==> config.mk <==
export PLATFORM = sky130hd
export DESIGN_NAME = audio_sample_to_s16_gain_converter_core
export DESIGN_NICKNAME = d
export VERILOG_FILES = /design/src/rtl/asgc_pkg.sv /design/src/rtl/asgc_cfg_regs.sv /design/src/rtl/asgc_ctrl.sv /design/src/rtl/asgc_datapath.sv /design/src/rtl/audio_sample_to_s16_gain_converter_core.sv
export SDC_FILE = /design/constraint.sdc
export NUM_CORES = 2
export LEC_CHECK = 0
export BUFFER_PORTS_ARGS = -buffer_cell sky130_fd_sc_hd__buf_2
export CAP_MARGIN = 30
export CORE_ASPECT_RATIO = 0.8
export CORE_MARGIN = 8
export CORE_UTILIZATION = 57
export DETAILED_ROUTE_END_ITERATION = 10
export PLACE_DENSITY = 0.7
export SYNTH_ARGS = -nofsm -noshare
export SYNTH_HDL_FRONTEND = slang
export SYNTH_SLANG_ARGS = --single-unit
==> constraint.sdc <==
create_clock -name clk_i -period 11.05 [get_ports clk_i]
set_input_delay 1.6575 -clock clk_i [delete_from_list [all_inputs] [get_ports clk_i]]
set_output_delay 1.6575 -clock clk_i [all_outputs]
set_load 0.05 [all_outputs]
==> src/rtl/asgc_pkg.sv <==
`default_nettype none
// ----------------------------------------------------------------------------
// asgc_pkg
// Shared types and constants of the sample to s16 gain converter: register
// indexes, format and opcode codes, float and saturation constants, and the
// command and status structs between controller and datapath.
// ----------------------------------------------------------------------------
package asgc_pkg;

  localparam int MAX_CHANNELS_DEF = 8;

  localparam int CFG_IDX_W  = 2;
  localparam int CFG_DATA_W = 16;
  localparam int FMT_W      = 2;
  localparam int CH_CFG_W   = 4;
  localparam int GAIN_W     = 16;
  localparam int WORD_W     = 32;
  localparam int SAMPLE_W   = 16;
  localparam int CHAN_W     = 3;
  localparam int INT_MAG_W  = 17;
  localparam int MUL_A_W    = 24;
  localparam int PROD_W     = MUL_A_W + GAIN_W;
  localparam int SCALE_SH   = 15;
  localparam int SCALED_W   = PROD_W + SCALE_SH;
  localparam int GAIN_FRAC  = 12;
  localparam int INT_RES_W  = 21;
  localparam int EXP_W      = 8;
  localparam int MAN_W      = 23;

  localparam logic [CFG_IDX_W-1:0] REG_SOURCE_FORMAT   = 2'd0;
  localparam logic [CFG_IDX_W-1:0] REG_SOURCE_CHANNELS = 2'd1;
  localparam logic [CFG_IDX_W-1:0] REG_OUTPUT_CHANNELS = 2'd2;
  localparam logic [CFG_IDX_W-1:0] REG_GAIN_Q12        = 2'd3;

  localparam logic [FMT_W-1:0] FMT_PCM16   = 2'd0;
  localparam logic [FMT_W-1:0] FMT_PCM32   = 2'd1;
  localparam logic [FMT_W-1:0] FMT_FLOAT32 = 2'd2;

  localparam logic OP_SAMPLE = 1'b0;
  localparam logic OP_SILENT = 1'b1;

  localparam logic [FMT_W-1:0]    RST_SOURCE_FORMAT   = FMT_PCM16;
  localparam logic [CH_CFG_W-1:0] RST_SOURCE_CHANNELS = 4'd2;
  localparam logic [CH_CFG_W-1:0] RST_OUTPUT_CHANNELS = 4'd2;
  localparam logic [GAIN_W-1:0]   GAIN_UNITY          = 16'd4096;
  localparam logic [GAIN_W-1:0]   GAIN_BYPASS_LO      = 16'd4092;
  localparam logic [GAIN_W-1:0]   GAIN_BYPASS_HI      = 16'd4100;

  localparam logic [EXP_W-1:0] FLT_EXP_SPECIAL = 8'hFF;
  localparam logic [EXP_W-1:0] FLT_SAT_EXP     = 8'd162;

  localparam logic [SAMPLE_W-1:0]  S16_POS_MAG = 16'd32767;
  localparam logic [INT_RES_W-1:0] INT_POS_LIM = 21'd32767;
  localparam logic [INT_RES_W-1:0] INT_NEG_LIM = 21'd32768;

  typedef struct packed {
    logic [FMT_W-1:0]    fmt;
    logic [CH_CFG_W-1:0] src_ch;
    logic [CH_CFG_W-1:0] out_ch;
    logic [GAIN_W-1:0]   gain;
  } cfg_t;

  typedef enum logic [2:0] {
    ST_IDLE,
    ST_MUL,
    ST_SCALE,
    ST_WRITE,
    ST_SILENT
  } ctrl_state_e;

  typedef struct packed {
    logic accept;
    logic mul;
    logic scale;
    logic load_sample;
    logic load_silent;
  } ctrl_cmd_t;

  typedef struct packed {
    logic silent_op;
    logic keep;
    logic out_free;
    logic silent_last;
  } dp_status_t;

endpackage
`default_nettype wire

==> src/rtl/asgc_cfg_regs.sv <==
`default_nettype none
// ----------------------------------------------------------------------------
// asgc_cfg_regs
// Configuration register file: format, channel counts and gain, written
// through a plain indexed write port.
// ----------------------------------------------------------------------------
module asgc_cfg_regs (
  input  wire logic                             clk_i,
  input  wire logic                             rst_ni,
  input  wire logic                             cfg_we_i,
  input  wire logic [asgc_pkg::CFG_IDX_W-1:0]   cfg_idx_i,
  input  wire logic [asgc_pkg::CFG_DATA_W-1:0]  cfg_data_i,
  output asgc_pkg::cfg_t                        cfg_o
);
  import asgc_pkg::*;

  cfg_t cfg_q;

  always_ff @(posedge clk_i or negedge rst_ni) begin
    if (!rst_ni) begin
      cfg_q.fmt    <= RST_SOURCE_FORMAT;
      cfg_q.src_ch <= RST_SOURCE_CHANNELS;
      cfg_q.out_ch <= RST_OUTPUT_CHANNELS;
      cfg_q.gain   <= GAIN_UNITY;
    end else if (cfg_we_i) begin
      case (cfg_idx_i)
        REG_SOURCE_FORMAT:   cfg_q.fmt    <= cfg_data_i[FMT_W-1:0];
        REG_SOURCE_CHANNELS: cfg_q.src_ch <= cfg_data_i[CH_CFG_W-1:0];
        REG_OUTPUT_CHANNELS: cfg_q.out_ch <= cfg_data_i[CH_CFG_W-1:0];
        REG_GAIN_Q12:        cfg_q.gain   <= cfg_data_i[GAIN_W-1:0];
        default: begin
          cfg_q <= cfg_q;
        end
      endcase
    end
  end

  assign cfg_o = cfg_q;

endmodule
`default_nettype wire

==> src/rtl/asgc_ctrl.sv <==
`default_nettype none
// ----------------------------------------------------------------------------
// asgc_ctrl
// Controller: sequences one word through multiply, scale and write, or walks
// a silent frame out one zero per cycle while the output is not stalled.
// ----------------------------------------------------------------------------
module asgc_ctrl (
  input  wire logic            clk_i,
  input  wire logic            rst_ni,
  input  wire logic            in_valid_i,
  input  asgc_pkg::dp_status_t stat_i,
  output asgc_pkg::ctrl_cmd_t  cmd_o,
  output logic                 in_stall_o
);
  import asgc_pkg::*;

  ctrl_state_e state_q, state_d;

  always_ff @(posedge clk_i or negedge rst_ni) begin
    if (!rst_ni) begin
      state_q <= ST_IDLE;
    end else begin
      state_q <= state_d;
    end
  end

  always_comb begin
    state_d = state_q;
    case (state_q)
      ST_IDLE: begin
        if (in_valid_i) begin
          if (stat_i.silent_op) begin
            state_d = ST_SILENT;
          end else if (stat_i.keep) begin
            state_d = ST_MUL;
          end
        end
      end
      ST_MUL:   state_d = ST_SCALE;
      ST_SCALE: state_d = ST_WRITE;
      ST_WRITE: begin
        if (stat_i.out_free) begin
          state_d = ST_IDLE;
        end
      end
      ST_SILENT: begin
        if (stat_i.out_free && stat_i.silent_last) begin
          state_d = ST_IDLE;
        end
      end
      default: state_d = ST_IDLE;
    endcase
  end

  always_comb begin
    cmd_o      = '0;
    in_stall_o = 1'b1;
    case (state_q)
      ST_IDLE: begin
        in_stall_o   = 1'b0;
        cmd_o.accept = in_valid_i;
      end
      ST_MUL:    cmd_o.mul = 1'b1;
      ST_SCALE:  cmd_o.scale = 1'b1;
      ST_WRITE:  cmd_o.load_sample = stat_i.out_free;
      ST_SILENT: cmd_o.load_silent = stat_i.out_free;
      default: begin
        in_stall_o = 1'b1;
      end
    endcase
  end

`ifndef SYNTHESIS
  a_kept_word_sequence: assert property (@(posedge clk_i) disable iff (!rst_ni)
    (cmd_o.accept && !stat_i.silent_op && stat_i.keep)
      |=> (state_q == ST_MUL) ##1 (state_q == ST_SCALE) ##1 (state_q == ST_WRITE))
    else $error("kept word did not pass multiply, scale and write in order");
`endif

endmodule
`default_nettype wire

==> src/rtl/asgc_datapath.sv <==
`default_nettype none
// ----------------------------------------------------------------------------
// asgc_datapath
// Datapath: channel position and silent-frame counters, shared gain
// multiplier, float scale by 32767, final shift and saturation, and the
// output register.
// ----------------------------------------------------------------------------
module asgc_datapath #(
  parameter int MAX_CHANNELS = asgc_pkg::MAX_CHANNELS_DEF
) (
  input  wire logic                           clk_i,
  input  wire logic                           rst_ni,
  input  asgc_pkg::cfg_t                      cfg_i,
  input  wire logic                           opcode_i,
  input  wire logic [asgc_pkg::WORD_W-1:0]    sample_word_i,
  input  asgc_pkg::ctrl_cmd_t                 cmd_i,
  output asgc_pkg::dp_status_t                stat_o,
  input  wire logic                           out_stall_i,
  output logic                                out_valid_o,
  output logic signed [asgc_pkg::SAMPLE_W-1:0] sample_out_o,
  output logic [asgc_pkg::CHAN_W-1:0]         channel_o,
  output logic                                last_o
);
  import asgc_pkg::*;

  localparam int CNT_W  = $clog2(MAX_CHANNELS + 1);
  localparam int POS_W  = (MAX_CHANNELS > 1) ? $clog2(MAX_CHANNELS) : 1;
  localparam int WIDE_W = (CNT_W > CH_CFG_W) ? CNT_W : CH_CFG_W;

  logic [CNT_W-1:0]  src_cnt, dst_cnt, kept_cnt, pos_inc, sil_inc;
  logic [WIDE_W-1:0] max_wide;
  logic [POS_W-1:0]  pos_q, pos_d, sil_q, sil_d;
  logic [GAIN_W-1:0] gain_eff;

  logic [WORD_W-1:0] word_q;
  logic [CHAN_W-1:0] chan_q;

  logic [SAMPLE_W-1:0]  int_h;
  logic                 int_neg;
  logic [INT_MAG_W-1:0] int_abs;
  logic [EXP_W-1:0]     flt_exp, flt_ex;
  logic [MAN_W-1:0]     flt_man;
  logic [MUL_A_W-1:0]   mul_a;
  logic                 flt_fmt;

  logic [PROD_W-1:0]   prod_q;
  logic [FMT_W-1:0]    fmt_q;
  logic                neg_q, nan_q, inf_q, big_exp_q, gain_zero_q;
  logic [EXP_W-1:0]    shamt_q;
  logic [SCALED_W-1:0] scaled_q, scaled_d, shifted;
  logic                sat_q;

  logic [INT_RES_W-1:0] int_mag;
  logic [SAMPLE_W-1:0]  mag_sel, result;

  logic                out_valid_q;
  logic [SAMPLE_W-1:0] out_sample_q;
  logic [CHAN_W-1:0]   out_chan_q;
  logic                out_last_q;
  logic                out_free;

  // channel counts clamped to 1..MAX_CHANNELS
  assign max_wide = WIDE_W'(MAX_CHANNELS);

  always_comb begin
    if (cfg_i.src_ch == '0) begin
      src_cnt = CNT_W'(1);
    end else if (WIDE_W'(cfg_i.src_ch) > max_wide) begin
      src_cnt = CNT_W'(MAX_CHANNELS);
    end else begin
      src_cnt = CNT_W'(cfg_i.src_ch);
    end
    if (cfg_i.out_ch == '0) begin
      dst_cnt = CNT_W'(1);
    end else if (WIDE_W'(cfg_i.out_ch) > max_wide) begin
      dst_cnt = CNT_W'(MAX_CHANNELS);
    end else begin
      dst_cnt = CNT_W'(cfg_i.out_ch);
    end
    kept_cnt = (src_cnt < dst_cnt) ? src_cnt : dst_cnt;
  end

  assign gain_eff = ((cfg_i.gain >= GAIN_BYPASS_LO) && (cfg_i.gain <= GAIN_BYPASS_HI)) ?
                    GAIN_UNITY : cfg_i.gain;

  // position and silent-frame counters
  assign pos_inc = CNT_W'(pos_q) + CNT_W'(1);
  assign sil_inc = CNT_W'(sil_q) + CNT_W'(1);

  always_comb begin
    pos_d = pos_q;
    sil_d = sil_q;
    if (cmd_i.accept) begin
      sil_d = '0;
      if (opcode_i == OP_SAMPLE) begin
        pos_d = (pos_inc >= src_cnt) ? '0 : POS_W'(pos_inc);
      end
    end else if (cmd_i.load_silent) begin
      sil_d = POS_W'(sil_inc);
    end
  end

  always_ff @(posedge clk_i or negedge rst_ni) begin
    if (!rst_ni) begin
      pos_q <= '0;
      sil_q <= '0;
    end else begin
      pos_q <= pos_d;
      sil_q <= sil_d;
    end
  end

  always_ff @(posedge clk_i) begin
    if (cmd_i.accept) begin
      word_q <= sample_word_i;
      chan_q <= CHAN_W'(pos_q);
    end
  end

  // multiply stage operands
  assign flt_fmt  = (cfg_i.fmt == FMT_FLOAT32);
  assign int_h    = (cfg_i.fmt == FMT_PCM32) ? word_q[WORD_W-1:SAMPLE_W] :
                                               word_q[SAMPLE_W-1:0];
  assign int_neg  = int_h[SAMPLE_W-1];
  assign int_abs  = int_neg ? (INT_MAG_W'(0) - {int_h[SAMPLE_W-1], int_h}) : {1'b0, int_h};
  assign flt_exp  = word_q[WORD_W-2 -: EXP_W];
  assign flt_man  = word_q[MAN_W-1:0];
  assign flt_ex   = (flt_exp != '0) ? flt_exp : EXP_W'(1);
  assign mul_a    = flt_fmt ? {(flt_exp != '0), flt_man} : MUL_A_W'(int_abs);

  always_ff @(posedge clk_i) begin
    if (cmd_i.mul) begin
      prod_q      <= PROD_W'(mul_a) * PROD_W'(gain_eff);
      fmt_q       <= cfg_i.fmt;
      neg_q       <= flt_fmt ? word_q[WORD_W-1] : int_neg;
      nan_q       <= (flt_exp == FLT_EXP_SPECIAL) && (flt_man != '0);
      inf_q       <= (flt_exp == FLT_EXP_SPECIAL) && (flt_man == '0);
      big_exp_q   <= (flt_ex >= FLT_SAT_EXP);
      shamt_q     <= FLT_SAT_EXP - flt_ex;
      gain_zero_q <= (gain_eff == '0);
    end
  end

  // scale stage: for float32 p * 32767 as (p << 15) - p, and the magnitude-one check
  always_comb begin
    if (fmt_q == FMT_FLOAT32) begin
      scaled_d = {prod_q, {SCALE_SH{1'b0}}} - SCALED_W'(prod_q);
    end else begin
      scaled_d = SCALED_W'(prod_q);
    end
  end

  always_ff @(posedge clk_i) begin
    if (cmd_i.scale) begin
      scaled_q <= scaled_d;
      sat_q    <= (prod_q != '0) && (big_exp_q || ((prod_q >> shamt_q) != '0));
    end
  end

  // write stage: final shift, saturation and sign
  assign shifted = scaled_q >> shamt_q;
  assign int_mag = scaled_q[GAIN_FRAC +: INT_RES_W];

  always_comb begin
    mag_sel = '0;
    case (fmt_q)
      FMT_PCM16, FMT_PCM32: begin
        if (neg_q) begin
          mag_sel = (int_mag > INT_NEG_LIM) ? SAMPLE_W'(INT_NEG_LIM) : SAMPLE_W'(int_mag);
        end else begin
          mag_sel = (int_mag > INT_POS_LIM) ? S16_POS_MAG : SAMPLE_W'(int_mag);
        end
      end
      FMT_FLOAT32: begin
        if (nan_q) begin
          mag_sel = '0;
        end else if (inf_q) begin
          mag_sel = gain_zero_q ? '0 : S16_POS_MAG;
        end else if (sat_q) begin
          mag_sel = S16_POS_MAG;
        end else begin
          mag_sel = SAMPLE_W'(shifted);
        end
      end
      default: mag_sel = '0;
    endcase
    result = neg_q ? (~mag_sel + SAMPLE_W'(1)) : mag_sel;
  end

  // output register
  assign out_free = !out_valid_q || !out_stall_i;

  always_ff @(posedge clk_i or negedge rst_ni) begin
    if (!rst_ni) begin
      out_valid_q <= 1'b0;
    end else if (cmd_i.load_sample || cmd_i.load_silent) begin
      out_valid_q <= 1'b1;
    end else if (!out_stall_i) begin
      out_valid_q <= 1'b0;
    end
  end

  always_ff @(posedge clk_i) begin
    if (cmd_i.load_sample) begin
      out_sample_q <= result;
      out_chan_q   <= chan_q;
      out_last_q   <= 1'b1;
    end else if (cmd_i.load_silent) begin
      out_sample_q <= '0;
      out_chan_q   <= CHAN_W'(sil_q);
      out_last_q   <= (sil_inc == dst_cnt);
    end
  end

  assign stat_o.silent_op   = (opcode_i == OP_SILENT);
  assign stat_o.keep        = (CNT_W'(pos_q) < kept_cnt);
  assign stat_o.out_free    = out_free;
  assign stat_o.silent_last = (sil_inc == dst_cnt);

  assign out_valid_o  = out_valid_q;
  assign sample_out_o = out_sample_q;
  assign channel_o    = out_chan_q;
  assign last_o       = out_last_q;

`ifndef SYNTHESIS
  a_float_unsat_in_range: assert property (@(posedge clk_i) disable iff (!rst_ni)
    (cmd_i.load_sample && (fmt_q == FMT_FLOAT32) && !nan_q && !inf_q && !sat_q)
      |-> (shifted[SCALED_W-1:SCALE_SH] == '0) &&
          (shifted[SCALE_SH-1:0] != S16_POS_MAG[SCALE_SH-1:0]))
    else $error("unsaturated float magnitude reached full scale");

  a_sample_word_is_last: assert property (@(posedge clk_i) disable iff (!rst_ni)
    cmd_i.load_sample |=> (out_valid_q && out_last_q && (out_chan_q == $past(chan_q))))
    else $error("sample result lost its channel or last flag");

  a_no_overwrite: assert property (@(posedge clk_i) disable iff (!rst_ni)
    (out_valid_q && out_stall_i) |-> !(cmd_i.load_sample || cmd_i.load_silent))
    else $error("output register overwritten while stalled");
`endif

endmodule
`default_nettype wire

==> src/rtl/audio_sample_to_s16_gain_converter_core.sv <==
`default_nettype none
// ----------------------------------------------------------------------------
// audio_sample_to_s16_gain_converter_core
// Converts interleaved PCM16, PCM32 or float32 samples to signed 16-bit
// with a Q12 gain, dropping source channels beyond the output count.
// ----------------------------------------------------------------------------
// A kept sample word is accepted, then passes the gain multiply, the scale (by
// 32767 for float32) and the final shift and saturation before its result enters
// the output register; the controller steps it through the single shared
// multiplier datapath, and a stalled output lengthens the last step. A sample
// word on a dropped channel is taken and gives no result. A silent-frame word
// is taken and then gives one zero per output channel. The next word is accepted
// while the previous result still waits in the output register.
// Configuration writes belong to idle periods only.
module audio_sample_to_s16_gain_converter_core #(
  parameter int MAX_CHANNELS = asgc_pkg::MAX_CHANNELS_DEF
) (
  input  wire logic                            clk_i,
  input  wire logic                            rst_ni,
  input  wire logic                            cfg_we_i,
  input  wire logic [asgc_pkg::CFG_IDX_W-1:0]  cfg_idx_i,
  input  wire logic [asgc_pkg::CFG_DATA_W-1:0] cfg_data_i,
  input  wire logic                            in_valid_i,
  output logic                                 in_stall_o,
  input  wire logic                            opcode_i,
  input  wire logic [asgc_pkg::WORD_W-1:0]     sample_word_i,
  output logic                                 out_valid_o,
  input  wire logic                            out_stall_i,
  output logic signed [asgc_pkg::SAMPLE_W-1:0] sample_out_o,
  output logic [asgc_pkg::CHAN_W-1:0]          channel_o,
  output logic                                 last_o
);
  import asgc_pkg::*;

  cfg_t       cfg;
  ctrl_cmd_t  cmd;
  dp_status_t stat;

  asgc_cfg_regs u_cfg_regs (
    .clk_i      (clk_i),
    .rst_ni     (rst_ni),
    .cfg_we_i   (cfg_we_i),
    .cfg_idx_i  (cfg_idx_i),
    .cfg_data_i (cfg_data_i),
    .cfg_o      (cfg)
  );

  asgc_ctrl u_ctrl (
    .clk_i      (clk_i),
    .rst_ni     (rst_ni),
    .in_valid_i (in_valid_i),
    .stat_i     (stat),
    .cmd_o      (cmd),
    .in_stall_o (in_stall_o)
  );

  asgc_datapath #(
    .MAX_CHANNELS (MAX_CHANNELS)
  ) u_datapath (
    .clk_i         (clk_i),
    .rst_ni        (rst_ni),
    .cfg_i         (cfg),
    .opcode_i      (opcode_i),
    .sample_word_i (sample_word_i),
    .cmd_i         (cmd),
    .stat_o        (stat),
    .out_stall_i   (out_stall_i),
    .out_valid_o   (out_valid_o),
    .sample_out_o  (sample_out_o),
    .channel_o     (channel_o),
    .last_o        (last_o)
  );

endmodule
`default_nettype wire
==> qor.yml <==
critical_path:
  timing.rr.end: "u_datapath.prod_q[35]"
  ff2ff_path_depth: 32
  critPathMostFrequentCell: "fa_1"
  arrival_ns: 10.53
  critPathRequiredTime_ns: 11.33
  critical_path_peak_fanout: 22
  critPathMaxStageDelay_ns: 0.67
  ff2ff_setup_slack_ns: 0.80
  critPathKind: "flip-flop to flip-flop"
  start_kind: "flip-flop"
  worstSetupEndpointType: "flip-flop"
  r2r_start: "u_cfg_regs.cfg_o[25]"
  crit_slowest_cell: "o21ai_1"
floorplanning:
  coreArea_mm2: 0.0481
  die_w_um: 262
  ios: 78
  rows: 72
  start_util_pct: 57.4
  die-area_mm2: 0.0558
  chipHeight_um: 213
grt:
  grt_remaining_overflow: 0
  grt_max_degree: 71
  first_global_vias: 24100
  grt.total_usage_pct: 33.6
  antenna_found_initial: 2
  grt_pass1_wl_mm: 144
timing:
  fin_skew_ns: 0.0445
  fin_crit_sh_pct: 92.8
  slew_headroom_pct: 23.9
  setup_viol: 0
  worst_pin_slew_ns: 1.14
  finalHoldViolations: 0
  max_clock_freq_ghz: 0.0975
  min_period_ns: 10.25
  slew_violations: 0
  rsz0062_at_grt: "no"
  fin_tns_setup_ns: 0
detailed_routing:
  dr.pass1.iters: 8
  ant_nets: 0
  vias_per_cell: 6.53
  post_drt_wl_per_cell_um: 25.2
  drc: 0
  drtIter0Drc: 2908
  vias: 24200
  wirelength_mm: 93.2
placement:
  io_buffers: 77
  gp_congestion: 0.995
  hpwl_mm: 73.1
synthesis:
  synth_area_mm2: 0.0276
  seq_area_frac_synth_pct: 21.3
  avgSynthCellArea_um2: 8.98
  async_reset_ff_share_pct: 17.8
  synth_cells: 3076
  synth_edf_count: 165
  synth_cell_types: 101
  synth-seq-cells: 202
  yosysWarnings: 0
  synth_nets: 3590
  synth-main-ff-cell: "edfxtp_1"
worst_hold_path:
  whs_endpoint: "u_datapath.last_o"
  hold_path_depth: 2
  hp-start: "u_datapath.last_o"
  hold_path_class: "flip-flop to flip-flop"
clocking:
  cts_tree: "built"
  post-cts-setup-buffers: 0
  clk_latency_ns: 0.55
  cts_max_level: 1
  cts-resized-gates: 0
  cts_sinks: 202
  cts-hold-fix-buffers: 0
  cts-root-buf: "clkbuf_16"
  clockBufferDepth: 3
  cts_buffers: 22
  path_clk_slew_ns: 0.06
layout:
  final_cell_mix: "inv_1, nand2_1, fa_1"
  final_common_cell: "inv_1"
  regArea_mm2: 0.00588
  nets: 3571
  area_growth_pct: 5.88
  layout-drive-gt1-share_pct: 8.53
  multi_input_comb_area_mm2: 0.0195
  fillerInstances: 4103
status:
  outcome: "finished, final reports clean"
flow_run:
  drv_cap: 0
worst max-delay path by stage:
| stage | start | end | slack, ns |
|---|---|---|---|
| after floorplan | u_cfg_regs.cfg_o[24] | u_datapath.prod_q[35] | 2.12 |
| after global placement | u_cfg_regs.cfg_o[25] | u_datapath.prod_q[35] | 1.22 |
| after detailed placement | u_cfg_regs.cfg_o[25] | u_datapath.prod_q[35] | 1.01 |
| after CTS | u_cfg_regs.cfg_o[25] | u_datapath.prod_q[35] | 0.94 |
| after global routing | u_cfg_regs.cfg_o[25] | u_datapath.prod_q[35] | 0.40 |
| final | u_cfg_regs.cfg_o[25] | u_datapath.prod_q[35] | 0.80 |
cells by family after synthesis:
logic type	share of synthesized area, %
AND/OR/NAND/NOR	17.7
buffers and inverters	8.24
AO/OA/AOI/OAI	13.9
adder cells (fa/ha/maj)	29.3
flip-flops	21.3
multiplexers	6.77
XOR/XNOR	2.73
worst max-delay path: cells and delay by family, from the launching register on:
kind,cells,cell delay (ns)
AOI/OAI and AO/OA,7,2.05
adders and majority gates,9,4.20
xor gates and xnor gates,1,0.13
DFF,1,0.62
and+or+nand+nor,10,2.31
buffers and inverters,5,0.63
layer usage:
| layer | vias up | global-route usage, % | wire [µm] |
|---|---|---|---|
| met5 | - | 0 | 0 |
| met3 | 197 | 10.7 | 12500 |
| met1 | 12000 | 49.8 | 40100 |
| met2 | 1513 | 47.1 | 38100 |
| li1 | 10500 | - | - |
| met4 | 0 | 8.50 | 2530 |
cell usage after synthesis, types with 14 or more instances:
| master | n | area share (%) |
|---|---|---|
| mux2i_1 | 79 | 2.9 |
| inv_1 | 411 | 5.6 |
| nor2b_1 | 18 | 0.41 |
| o21a_1 | 24 | 0.65 |
| edfxtp_1 | 165 | 18 |
| nor3_1 | 70 | 1.3 |
| a21oi_1 | 126 | 2.3 |
| fa_1 | 306 | 22 |
| ha_1 | 152 | 6.9 |
| nand2b_1 | 24 | 0.54 |
| nor2_1 | 235 | 3.2 |
| and2_1 | 83 | 1.9 |
| buf_2 | 19 | 0.34 |
| nand4_1 | 35 | 0.79 |
| mux4_2 | 21 | 1.7 |
| o22ai_1 | 39 | 0.88 |
| xor2_1 | 33 | 1.0 |
| a211oi_1 | 21 | 0.57 |
| mux2_2 | 39 | 1.6 |
| dfrtp_1 | 33 | 3.0 |
| clkbuf_1 | 118 | 1.6 |
| a21o_1 | 53 | 1.4 |
| and3_1 | 27 | 0.61 |
| o211ai_1 | 14 | 0.38 |
| xnor2_1 | 53 | 1.7 |
| o31ai_1 | 20 | 0.54 |
| nor4_1 | 29 | 0.66 |
| nand2_1 | 392 | 5.3 |
| o221ai_1 | 26 | 0.82 |
| nand3_1 | 39 | 0.71 |
| a31oi_1 | 22 | 0.50 |
| o21ai_0 | 101 | 1.8 |
registers in the layout, summed over array words and instances (netlist names), 2 cells and up:
signal / count
u_datapath.channel_o: 3
u_cfg_regs.cfg_o: 26
u_datapath.scaled_q: 55
u_datapath.sample_out_o: 16
u_datapath.chan_q: 3
u_ctrl.state_q: 3
u_datapath.sil_q: 3
u_datapath.pos_q: 3
u_datapath.prod_q: 40
u_datapath.word_q: 32
u_datapath.fmt_q: 2
u_datapath.shamt_q: 8
final cells by class:
type | instances | area share [%]
clock buffers | 26 | 2.08
flip-flops and latches | 202 | 20.1
clock inverters | 14 | 0.526
well taps | 629 | 2.69
inverters | 412 | 5.29
repair buffers | 118 | 2.64
multi-input cells | 2301 | 66.7
diodes | 2 | 0.0171
metrics by stage:
stage               std cells  hold WS (ns)  cell area (µm²)  utilization (%)  worst slack, ns
global route             3702         0.521            29300             60.8            0.401
CTS                      3701         0.488            29200             60.8            0.935
global placement         3658         0.465            28400             59.0             1.22
finish                   3704         0.490            29300             60.8            0.796
floorplan                3076         0.424            27600                -             2.12
detailed placement       3661         0.475            28500             59.2             1.01
Power is left out: the tool's default activity adds up to more than one toggle a clock period on the data nets, which glitch-free logic cannot reach.
